--- src/hdl/cpr_pkg.sv ---
`default_nettype none
// ----------------------------------------------------------------------------
// cpr_pkg: shared types and constants
// Sizes, controller state and command/status structs of the clock
// page replacement block.
// ----------------------------------------------------------------------------
package cpr_pkg;

	localparam int NumFrames    = 16;
	localparam int VirtPages    = 32;
	localparam int PageSize     = 1024;
	localparam int ProcSlots    = 8;
	localparam int FrameW       = $clog2(NumFrames);
	localparam int PageW        = $clog2(VirtPages);
	localparam int SlotW        = $clog2(ProcSlots);
	localparam int AddrW        = 15;
	localparam int OffW         = $clog2(PageSize);
	localparam int PtW          = SlotW + PageW;
	localparam int CountW       = $clog2(NumFrames + 1);

	localparam logic MODE_ACCESS  = 1'b0;
	localparam logic MODE_RELEASE = 1'b1;

	typedef enum logic [2:0] {
		ST_IDLE,
		ST_LOOKUP,
		ST_SWEEP,
		ST_INSTALL,
		ST_RELEASE
	} cpr_state_t;

	// controller -> datapath
	typedef struct packed {
		logic latch;       // capture input transaction
		logic lookup;      // page table read result registered
		logic do_hit;      // set ref bit, report hit
		logic sweep_step;  // one clock hand step
		logic install;     // install new page (with optional eviction)
		logic release_pt;  // clear one page-table entry of the slot
		logic release_fr;  // free frames of the slot
		logic done;        // present result
	} cpr_cmd_t;

	// datapath -> controller
	typedef struct packed {
		logic is_release;
		logic present;
		logic free_found;
		logic victim_found;
		logic pt_last;
	} cpr_stat_t;

endpackage
`default_nettype wire

--- src/hdl/cpr_ctrl.sv ---
`default_nettype none
// ----------------------------------------------------------------------------
// cpr_ctrl: controller
// Sequences lookup, clock sweep, install and release of one transaction.
// ----------------------------------------------------------------------------
module cpr_ctrl (
	input  wire logic               clk,
	input  wire logic               arst_n,
	input  wire logic               start,
	output logic                    busy,
	input  cpr_pkg::cpr_stat_t      stat,
	output cpr_pkg::cpr_cmd_t       cmd
);
	import cpr_pkg::*;

	cpr_state_t state_q, state_d;

	always_ff @(posedge clk or negedge arst_n) begin
		if (!arst_n) state_q <= ST_IDLE;
		else         state_q <= state_d;
	end

	always_comb begin
		state_d = state_q;
		unique case (state_q)
			ST_IDLE:    if (start) state_d = ST_LOOKUP;
			ST_LOOKUP: begin
				if (stat.is_release)        state_d = ST_RELEASE;
				else if (stat.present)      state_d = ST_IDLE;
				else if (stat.free_found)   state_d = ST_IDLE;
				else                        state_d = ST_SWEEP;
			end
			ST_SWEEP:   if (stat.victim_found) state_d = ST_INSTALL;
			ST_INSTALL: state_d = ST_IDLE;
			ST_RELEASE: if (stat.pt_last) state_d = ST_IDLE;
			default:    state_d = ST_IDLE;
		endcase
	end

	always_comb begin
		cmd  = '0;
		busy = (state_q != ST_IDLE);
		unique case (state_q)
			ST_IDLE:   cmd.latch = start;
			ST_LOOKUP: begin
				cmd.lookup = 1'b1;
				if (stat.is_release) begin
					cmd.release_fr = 1'b1;
				end else if (stat.present) begin
					cmd.do_hit = 1'b1;
					cmd.done   = 1'b1;
				end else if (stat.free_found) begin
					cmd.install = 1'b1;
					cmd.done    = 1'b1;
				end
			end
			ST_SWEEP: begin
				if (!stat.victim_found) cmd.sweep_step = 1'b1;
			end
			ST_INSTALL: begin
				cmd.install = 1'b1;
				cmd.done    = 1'b1;
			end
			ST_RELEASE: begin
				cmd.release_pt = 1'b1;
				cmd.done       = stat.pt_last;
			end
			default: ;
		endcase
	end

	a_one_result: assert property (@(posedge clk) disable iff (!arst_n)
		cmd.done |=> !cmd.done) else $error("back to back results");
	a_idle_after_done: assert property (@(posedge clk) disable iff (!arst_n)
		cmd.done |=> state_q == ST_IDLE) else $error("not idle after result");
	a_no_latch_busy: assert property (@(posedge clk) disable iff (!arst_n)
		cmd.latch |-> !busy) else $error("latch while busy");

endmodule
`default_nettype wire

--- src/hdl/cpr_dpath.sv ---
`default_nettype none
// ----------------------------------------------------------------------------
// cpr_dpath: datapath
// Frame table in flops, page table memory with a per-entry present bit
// array, clock hand, and result registers.
// ----------------------------------------------------------------------------
module cpr_dpath (
	input  wire logic                          clk,
	input  wire logic                          arst_n,
	input  wire logic                          mode,
	input  wire logic [cpr_pkg::SlotW-1:0]     process_slot,
	input  wire logic [cpr_pkg::AddrW-1:0]     address,
	input  cpr_pkg::cpr_cmd_t                  cmd,
	output cpr_pkg::cpr_stat_t                 stat,
	output logic                               done,
	output logic                               hit,
	output logic [cpr_pkg::FrameW-1:0]         frame_number,
	output logic                               evicted,
	output logic [cpr_pkg::SlotW-1:0]          evicted_process,
	output logic [cpr_pkg::PageW-1:0]          evicted_page,
	output logic [cpr_pkg::CountW-1:0]         freed_count
);
	import cpr_pkg::*;

	localparam int PtDepth = ProcSlots * VirtPages;

	// transaction registers
	logic              mode_q;
	logic [SlotW-1:0]  slot_q;
	logic [PageW-1:0]  page_q;
	logic [PageW-1:0]  rel_idx_q;

	// frame table
	logic [NumFrames-1:0] fvalid_q, fref_q;
	logic [SlotW-1:0]     fowner_q [NumFrames];
	logic [PageW-1:0]     fvpage_q [NumFrames];
	logic [FrameW-1:0]    hand_q;

	// page table: present bits in flops, frame numbers in memory
	logic [PtDepth-1:0]   pt_present_q;
	logic [FrameW-1:0]    pt_mem [PtDepth];
	logic [FrameW-1:0]    pt_rd_q;
	logic                 pt_pres_rd_q;

	logic                free_any;
	logic [FrameW-1:0]   free_idx;
	logic [FrameW-1:0]   free_or_victim;

	logic [PtW-1:0] idx;
	assign idx = {slot_q, page_q};

	always_ff @(posedge clk) begin
		if (cmd.latch) begin
			mode_q <= mode;
			slot_q <= process_slot;
			page_q <= address[OffW +: PageW];
		end
	end

	// registered read, address from input at latch
	always_ff @(posedge clk) begin
		pt_rd_q      <= pt_mem[{process_slot, address[OffW +: PageW]}];
		pt_pres_rd_q <= pt_present_q[{process_slot, address[OffW +: PageW]}];
		if (cmd.install) pt_mem[idx] <= free_or_victim;
	end

	// lowest free frame
	always_comb begin
		free_any = 1'b0;
		free_idx = '0;
		for (int i = NumFrames - 1; i >= 0; i--) begin
			if (!fvalid_q[i]) begin
				free_any = 1'b1;
				free_idx = FrameW'(i);
			end
		end
	end

	logic victim_ok;
	assign victim_ok = fvalid_q[hand_q] && !fref_q[hand_q];

	assign free_or_victim = free_any ? free_idx : hand_q;

	logic [NumFrames-1:0] rel_match;
	always_comb begin
		for (int i = 0; i < NumFrames; i++)
			rel_match[i] = fvalid_q[i] && (fowner_q[i] == slot_q);
	end

	logic [CountW-1:0] rel_count;
	always_comb begin
		rel_count = '0;
		for (int i = 0; i < NumFrames; i++)
			rel_count = rel_count + CountW'(rel_match[i]);
	end

	assign stat.is_release   = (mode_q == MODE_RELEASE);
	assign stat.present      = pt_pres_rd_q;
	assign stat.free_found   = free_any;
	assign stat.victim_found = victim_ok;
	assign stat.pt_last      = (rel_idx_q == PageW'(VirtPages - 1));

	logic [PtW-1:0] vidx;
	assign vidx = {fowner_q[hand_q], fvpage_q[hand_q]};

	always_ff @(posedge clk or negedge arst_n) begin
		if (!arst_n) begin
			fvalid_q     <= '0;
			fref_q       <= '0;
			hand_q       <= '0;
			pt_present_q <= '0;
			rel_idx_q    <= '0;
			done         <= 1'b0;
			for (int i = 0; i < NumFrames; i++) begin
				fowner_q[i] <= '0;
				fvpage_q[i] <= '0;
			end
		end else begin
			done <= cmd.done;
			if (cmd.latch) rel_idx_q <= '0;
			if (cmd.do_hit) fref_q[pt_rd_q] <= 1'b1;
			if (cmd.sweep_step) begin
				if (fvalid_q[hand_q]) fref_q[hand_q] <= 1'b0;
				hand_q <= (hand_q == FrameW'(NumFrames - 1)) ? '0 : hand_q + 1'b1;
			end
			if (cmd.install) begin
				if (!free_any) pt_present_q[vidx] <= 1'b0;
				pt_present_q[idx]          <= 1'b1;
				fvalid_q[free_or_victim]   <= 1'b1;
				fref_q[free_or_victim]     <= 1'b1;
				fowner_q[free_or_victim]   <= slot_q;
				fvpage_q[free_or_victim]   <= page_q;
			end
			if (cmd.release_fr) begin
				for (int i = 0; i < NumFrames; i++) begin
					if (rel_match[i]) begin
						fvalid_q[i] <= 1'b0;
						fref_q[i]   <= 1'b0;
						fowner_q[i] <= '0;
						fvpage_q[i] <= '0;
					end
				end
			end
			if (cmd.release_pt) begin
				pt_present_q[{slot_q, rel_idx_q}] <= 1'b0;
				rel_idx_q <= rel_idx_q + 1'b1;
			end
		end
	end

	always_ff @(posedge clk) begin
		if (cmd.release_fr) begin
			hit             <= 1'b0;
			frame_number    <= '0;
			evicted         <= 1'b0;
			evicted_process <= '0;
			evicted_page    <= '0;
			freed_count     <= rel_count;
		end else if (cmd.do_hit) begin
			hit             <= 1'b1;
			frame_number    <= pt_rd_q;
			evicted         <= 1'b0;
			evicted_process <= '0;
			evicted_page    <= '0;
			freed_count     <= '0;
		end else if (cmd.install) begin
			hit             <= 1'b0;
			frame_number    <= free_or_victim;
			evicted         <= !free_any;
			evicted_process <= free_any ? '0 : fowner_q[hand_q];
			evicted_page    <= free_any ? '0 : fvpage_q[hand_q];
			freed_count     <= '0;
		end
	end

	a_install_target: assert property (@(posedge clk) disable iff (!arst_n)
		cmd.install && !free_any |-> victim_ok) else $error("bad victim");
	a_hit_valid: assert property (@(posedge clk) disable iff (!arst_n)
		cmd.do_hit |-> fvalid_q[pt_rd_q]) else $error("hit on invalid frame");
	a_sweep_full: assert property (@(posedge clk) disable iff (!arst_n)
		cmd.sweep_step |-> !free_any) else $error("sweep with free frame");

endmodule
`default_nettype wire

--- src/hdl/clock_page_replacement.sv ---
`default_nettype none
// ----------------------------------------------------------------------------
// clock_page_replacement: clock (second-chance) page replacement
// Per-process page tables over 16 shared frames.
// ----------------------------------------------------------------------------
// Usage: drive mode, process_slot and address with start high while busy
// is low; that edge accepts the transaction. mode 0 is a memory access,
// mode 1 releases every frame and page-table entry of the process.
// One result follows each transaction, shown for one cycle with done high;
// the receiver cannot stall it, so it must take it then.
// Accept to done: a hit or a free-frame miss ends at the page-table
// lookup; a miss with all frames in use then takes clock-hand steps
// (at most 16 steps, one per frame whose reference bit gets cleared)
// and installs; a release frees its frames at lookup, then clears the
// 32 page-table entries, one per cycle. busy is high from the cycle
// after accept, when the page-table read is ready, until done.
// Reset clears all frames, page tables and the hand at once.
// ----------------------------------------------------------------------------
module clock_page_replacement (
	input  wire logic                          clk,
	input  wire logic                          arst_n,
	input  wire logic                          start,
	output logic                               busy,
	input  wire logic                          mode,
	input  wire logic [cpr_pkg::SlotW-1:0]     process_slot,
	input  wire logic [cpr_pkg::AddrW-1:0]     address,
	output logic                               done,
	output logic                               hit,
	output logic [cpr_pkg::FrameW-1:0]         frame_number,
	output logic                               evicted,
	output logic [cpr_pkg::SlotW-1:0]          evicted_process,
	output logic [cpr_pkg::PageW-1:0]          evicted_page,
	output logic [cpr_pkg::CountW-1:0]         freed_count
);
	import cpr_pkg::*;

	cpr_cmd_t  cmd;
	cpr_stat_t stat;

	cpr_ctrl u_ctrl (
		.clk    (clk),
		.arst_n (arst_n),
		.start  (start),
		.busy   (busy),
		.stat   (stat),
		.cmd    (cmd)
	);

	cpr_dpath u_dpath (
		.clk             (clk),
		.arst_n          (arst_n),
		.mode            (mode),
		.process_slot    (process_slot),
		.address         (address),
		.cmd             (cmd),
		.stat            (stat),
		.done            (done),
		.hit             (hit),
		.frame_number    (frame_number),
		.evicted         (evicted),
		.evicted_process (evicted_process),
		.evicted_page    (evicted_page),
		.freed_count     (freed_count)
	);

endmodule
`default_nettype wire
--- config.mk ---
export PLATFORM = sky130hd
export DESIGN_NAME = clock_page_replacement
export DESIGN_NICKNAME = d
export VERILOG_FILES = /design/src/hdl/cpr_pkg.sv /design/src/hdl/cpr_ctrl.sv /design/src/hdl/cpr_dpath.sv /design/src/hdl/clock_page_replacement.sv
export SDC_FILE = /design/constraint.sdc
export NUM_CORES = 2
export LEC_CHECK = 0
export BUFFER_PORTS_ARGS = -buffer_cell sky130_fd_sc_hd__buf_2
export CAP_MARGIN = 30
export CORE_MARGIN = 3
export CORE_UTILIZATION = 35
export DETAILED_ROUTE_END_ITERATION = 7
export PLACE_DENSITY_LB_ADDON = 0.1
export SLEW_MARGIN = 20
export SYNTH_ARGS = -nofsm -noshare
export SYNTH_HDL_FRONTEND = slang
export SYNTH_HIERARCHICAL = 1
export SYNTH_SLANG_ARGS = --single-unit
export TNS_END_PERCENT = 20
--- constraint.sdc ---
create_clock -name clk -period 7.7 [get_ports clk]
set_input_delay 1.155 -clock clk [delete_from_list [all_inputs] [get_ports clk]]
set_output_delay 1.155 -clock clk [all_outputs]
set_load 0.03 [all_outputs]
After elaboration in Yosys (flattened, before gate mapping):

Memory sizes are Yosys's and may differ from the RTL's. A register that Yosys moved wholly into a read port is not among the register bits.
Index checks and enable logic that the tools add are counted.

* $lt $le $gt $ge: 16
* bitwise logic cells: 12
* add/sub/neg operators: 17
* reduce and logical (&&, ||, !) cells: 33
* eq/ne operators: 25
* mux-type cells: 179

Operators by type and width (number)
* 2-to-1 mux 256 bit: 4
* bitwise AND 256 bit: 2
* NOT 256 bit: 2
* OR 256 bit: 1
* 2-to-1 mux 80 bit: 2
* 2-to-1 mux 5 bit: 25
* 2-to-1 mux 16 bit: 7
* 2-to-1 mux 48 bit: 2
* bitwise mux 80 bit: 1
* 2-to-1 mux 4 bit: 20
* 2-to-1 mux 1 bit: 75
* 2-to-1 mux 3 bit: 25
* adder 5 x 1 -> 5 bit: 14
* bitwise mux 48 bit: 1
* == test 3 bit: 16
* OR 16 bit: 3
* < comparator 8 x 9 -> 1 bit, second input constant: 4
* demux 1 bit (select 8 bit): 3
* >= comparator 8 x 1 -> 1 bit, second input constant: 3
* logical AND 1 bit: 24
* binary-select mux 5 bit (select 4 bit): 1
* demux 5 bit (select 4 bit): 1
* bitwise AND 16 bit: 1
* NOT 16 bit: 1
* other kinds (30): 44

* bits in registers: 458
* output and inout port bits: 21
* input bits: 22
* memories kept: 1
* bits in writable memories: 1024

Memory list
* u_dpath.pt_mem: words 256, bits a word 4, rd ports 1, clocked after memory_dff 1, write ports 1, line cpr_dpath.sv:41 `logic [FrameW-1:0] pt_mem [PtDepth];`

Logic depth before layout (Yosys ltp):

* word-level depth: 26
* mapped depth: 17
* gate-level depth less buffers: 14

Cells and area by module:

Netlist, hierarchy kept.

By module, submodules not included
* cpr_dpath: cells an instance 4600, area each 65112.4 µm², instances 1
* cpr_ctrl: cells an instance 28, area each 250.2 µm², instances 1

Least setup slack after synthesis:

No wires, ideal clock.

* kind: register to register
* start: register u_dpath.fvalid_q[15]
* end: memory u_dpath/pt_mem[0][1] (netlist name), data pin
* setup slack: 801 ps
* cell stages (with the launch flop): 8
* clock period less this slack: 6899 ps
* data arrival time: 5855 ps
* path through: dfrtp_1 -> nand4_1 -> nor4_1 -> nand2_1 -> o21a_1 -> inv_1 -> clkbuf_1 -> buf_1

* word-level cells in the longest chain between the ends: 17

Ends and longest elaborated chain
* start: declaration: line cpr_dpath.sv:34 `logic [NumFrames-1:0] fvalid_q, fref_q;`
* start signal: assignment: line cpr_dpath.sv:108 `fvalid_q <= '0;`
* start signal: indexed assignment: line cpr_dpath.sv:129 `fvalid_q[free_or_victim] <= 1'b1;`
* start signal: indexed assignment: line cpr_dpath.sv:137 `fvalid_q[i] <= 1'b0;`
* 2-to-1 mux 4 bit / 2-to-1 mux 1 bit (equally long branches) (16 in a row): line cpr_dpath.sv:72 `if (!fvalid_q[i]) begin`
* 2-to-1 mux 4 bit (*): line cpr_dpath.sv:82 `assign free_or_victim = free_any ? free_idx : hand_q;`
* net u_dpath.free_or_victim[1]: line cpr_dpath.sv:47 `logic [FrameW-1:0] free_or_victim;`
* end: declaration: line cpr_dpath.sv:41

Mark *: on every way through the listed nets, which the timed path passes. The rest lies on a longest branch.

Final worst setup path:

* start: register u_dpath.slot_q[2]
* end: register u_dpath/freed_count[2] (netlist name), data pin

* word-level cells in the longest chain between the ends: 18

Ends and longest elaborated chain
* start: declaration: line cpr_dpath.sv:29 `logic [SlotW-1:0] slot_q;`
* start signal: assignment: line cpr_dpath.sv:55 `slot_q <= process_slot;`
* == test 3 bit: line cpr_dpath.sv:87 `rel_match[i] = fvalid_q[i] && (fowner_q[i] == slot_q);`
* logical AND 1 bit: line cpr_dpath.sv:87
* adder 1 x 1 -> 2 bit: line cpr_dpath.sv:94 `rel_count = rel_count + CountW'(rel_match[i]);`
* adder 5 x 1 -> 5 bit (13 in a row): line cpr_dpath.sv:94
* adder 5 x 1 -> 5 bit (*): line cpr_dpath.sv:94
* 2-to-1 mux 5 bit (*): line cpr_dpath.sv:152 `if (cmd.release_fr) begin`
* end signal: assignment: line cpr_dpath.sv:158 `freed_count <= rel_count;`
* end: declaration: line cpr_dpath.sv:21 `output logic [cpr_pkg::CountW-1:0] freed_count`

Mark *: on every way between the ends. The rest lies on a longest branch, timed or not.
A chain may end at the register's enable or synchronous reset.

==> results.toml <==
[run_status]
status = "completed"

[final_layout]
drive_above_1_share = 0.170
final_common_cell = "edfxtp_1"
syn_to_final_growth_pct = 13.8
layout_common_cells = "1,038 x edfxtp_1, 427 x dfrtp_1, 368 x nor2_1, 362 x nand2_1, 326 x mux4_2"
fin_util = 0.404
nNetsFinal = 4695

[clock_network]
cts.sinks = 1486
clk_latency_ps = 840
cts_resized = 0
ctsHoldBuffers = 0
cts_root_buf = "clkbuf_16"
path_clk_slew_ps = 60
ctsHtreeMaxLevel = 4
clock_path_buffers = 3
numCtsBuffers = 172
cts_tree = "yes"
cts_setup_buffers = 0

[sta]
setup_tns_ps = 0
min_period_ps = 5110
max_freq_ghz = 0.196
drv_slew = 0
slew_headroom = 0.279
setup_viol = 0
skew_ps = 48.0
fin_crit_sh = 0.664
rsz0062_at_grt = "no"
finalHoldViolCount = 0
tightestPinTransition_ps = 1080

[worst_setup_path]
end_kind = "register"
critical_path_class = "reg -> reg"
cp.required_ps = 8240
cp-start-kind = "register"
cp_max_fo = 28
arrival_ps = 5650

[grt]
grt_pass1_wl_um = 328000
grt_use_total = 0.238
grt_max_degree = 152
overflow = 0
grt_pass1_vias = 42576
antenna_found_initial = 6

[die]
initial_core_util = 0.355
die_y_um = 438
num_rows = 157
fp.dieW_um = 438
core_um2 = 184000
num_io_pins = 43
die_area_um2 = 192000

[job]
cap_violations = 0

[power]
power.share.sequential = 0.458
intPower_uw = 15000
fin_total_pwr_uw = 20900
clock_power_share = 0.398
switching_share = 0.285
power_density_nw_per_um2 = 281
p_leak_uw = 0.0272
combPwrFrac = 0.144
p_sw_uw = 5970
ir_worst_vdd_v = 0.000239

[detailed_routing]
viasPerCell = 5.85
wirelength_um = 230000
vias = 42478
drtPass1Iterations = 6
wire_per_inst_um = 31.7
ant_nets = 0
drc = 0
drt_iter0_drc = 5088

[synth]
synthCells = 4627
syn_area_um2 = 65400
synth_nets = 4673
syn_area_per_cell_um2 = 14.1
ys_warn_count = 6

[placement]
hpwl_um = 146000
io_buffer_count = 32
globalplace.congestion = 0.871

[min_path]
hold_class = "in -> async"
[state kept, by name, summed over array words and instances, names as in the netlist, 3 cells and up]
| register | count |
|---|---|
| u_dpath/fvpage_q | 80 |
| u_dpath/evicted_page | 5 |
| u_dpath/slot_q | 3 |
| u_dpath/page_q | 5 |
| u_dpath/hand_q | 4 |
| u_dpath/fvalid_q | 16 |
| u_dpath/pt_rd_q | 4 |
| u_dpath/pt_present_q | 256 |
| u_dpath/rel_idx_q | 5 |
| u_dpath/frame_number | 4 |
| u_dpath/pt_mem | 1024 |
| u_dpath/evicted_process | 3 |
| u_dpath/freed_count | 5 |
| u_ctrl/state_q | 3 |
| u_dpath/fowner_q | 48 |
| u_dpath/fref_q | 16 |
[per-layer routing]
layer	part of all wire	global-route usage	vias to the layer above
met1	0.42	0.327	22323
met5	0	0	-
li1	-	-	17899
met4	0.047	0.105	0
met2	0.45	0.359	1768
met3	0.077	0.0560	488
[critical path, cell delays in order (launching register included)]
cell	delay [ps]
edfxtp_1	790
buf_4	510
xnor2_1	170
nand4_1	150
fa_1	570
inv_1	60
fa_1	520
inv_1	50
fa_1	510
fa_1	550
inv_1	40
ha_1	210
fa_1	410
xnor2_1	160
nor2_1	60
[final timing paths]
check	from	endpoint	slack (ps)	cells past startpoint
worst max-delay path	u_dpath/slot_q[2]	u_dpath/freed_count[2]	2590	14
worst min-delay path	arst_n	u_dpath/fvpage_q[65]	310	1
worst max register to register	u_dpath/slot_q[2]	u_dpath/freed_count[2]	2590	14
worst min register to register	u_dpath/evicted	u_dpath/evicted	450	1
max in group asynchronous	arst_n	u_dpath/pt_present_q[20]	5830	2
min in group clk	u_dpath/evicted	u_dpath/evicted	450	1
[power by group through the flow]
stage | combinational [uW] | sequential (uW) | clock, uW
after CTS | 3000 | 9590 | 8530
after global placement | 2950 | 9750 | 0
after detailed placement | 3000 | 9750 | 0
after floorplan | 1710 | 9880 | 0
after global routing | 3240 | 9610 | 8850
final | 3000 | 9590 | 8330
[layout make-up]
| cell class | instances | area [um^2] |
|---|---|---|
| clock buffer | 224 | 4590 |
| timing repair buffer | 178 | 1480 |
| sequential | 1486 | 42300 |
| tap | 2464 | 3080 |
| antenna | 5 | 12.5 |
| clock inverter | 97 | 1140 |
| fill | 17299 | 110000 |
| inverter | 171 | 666 |
| multi-input combinational | 2640 | 21100 |
[per-stage QoR]
| step | worst slack [ps] | hold WS [ps] | instances | area (um^2) |
|---|---|---|---|---|
| after floorplan | 801 | 481 | 4627 | 65400 |
| after global placement | 2640 | 435 | 6918 | 68400 |
| after detailed placement | 2640 | 439 | 6928 | 68500 |
| after CTS | 2620 | 332 | 7249 | 74200 |
| after global routing | 2370 | 336 | 7260 | 74300 |
| final | 2590 | 307 | 7265 | 74400 |
(Power assumes the default switching activity.)
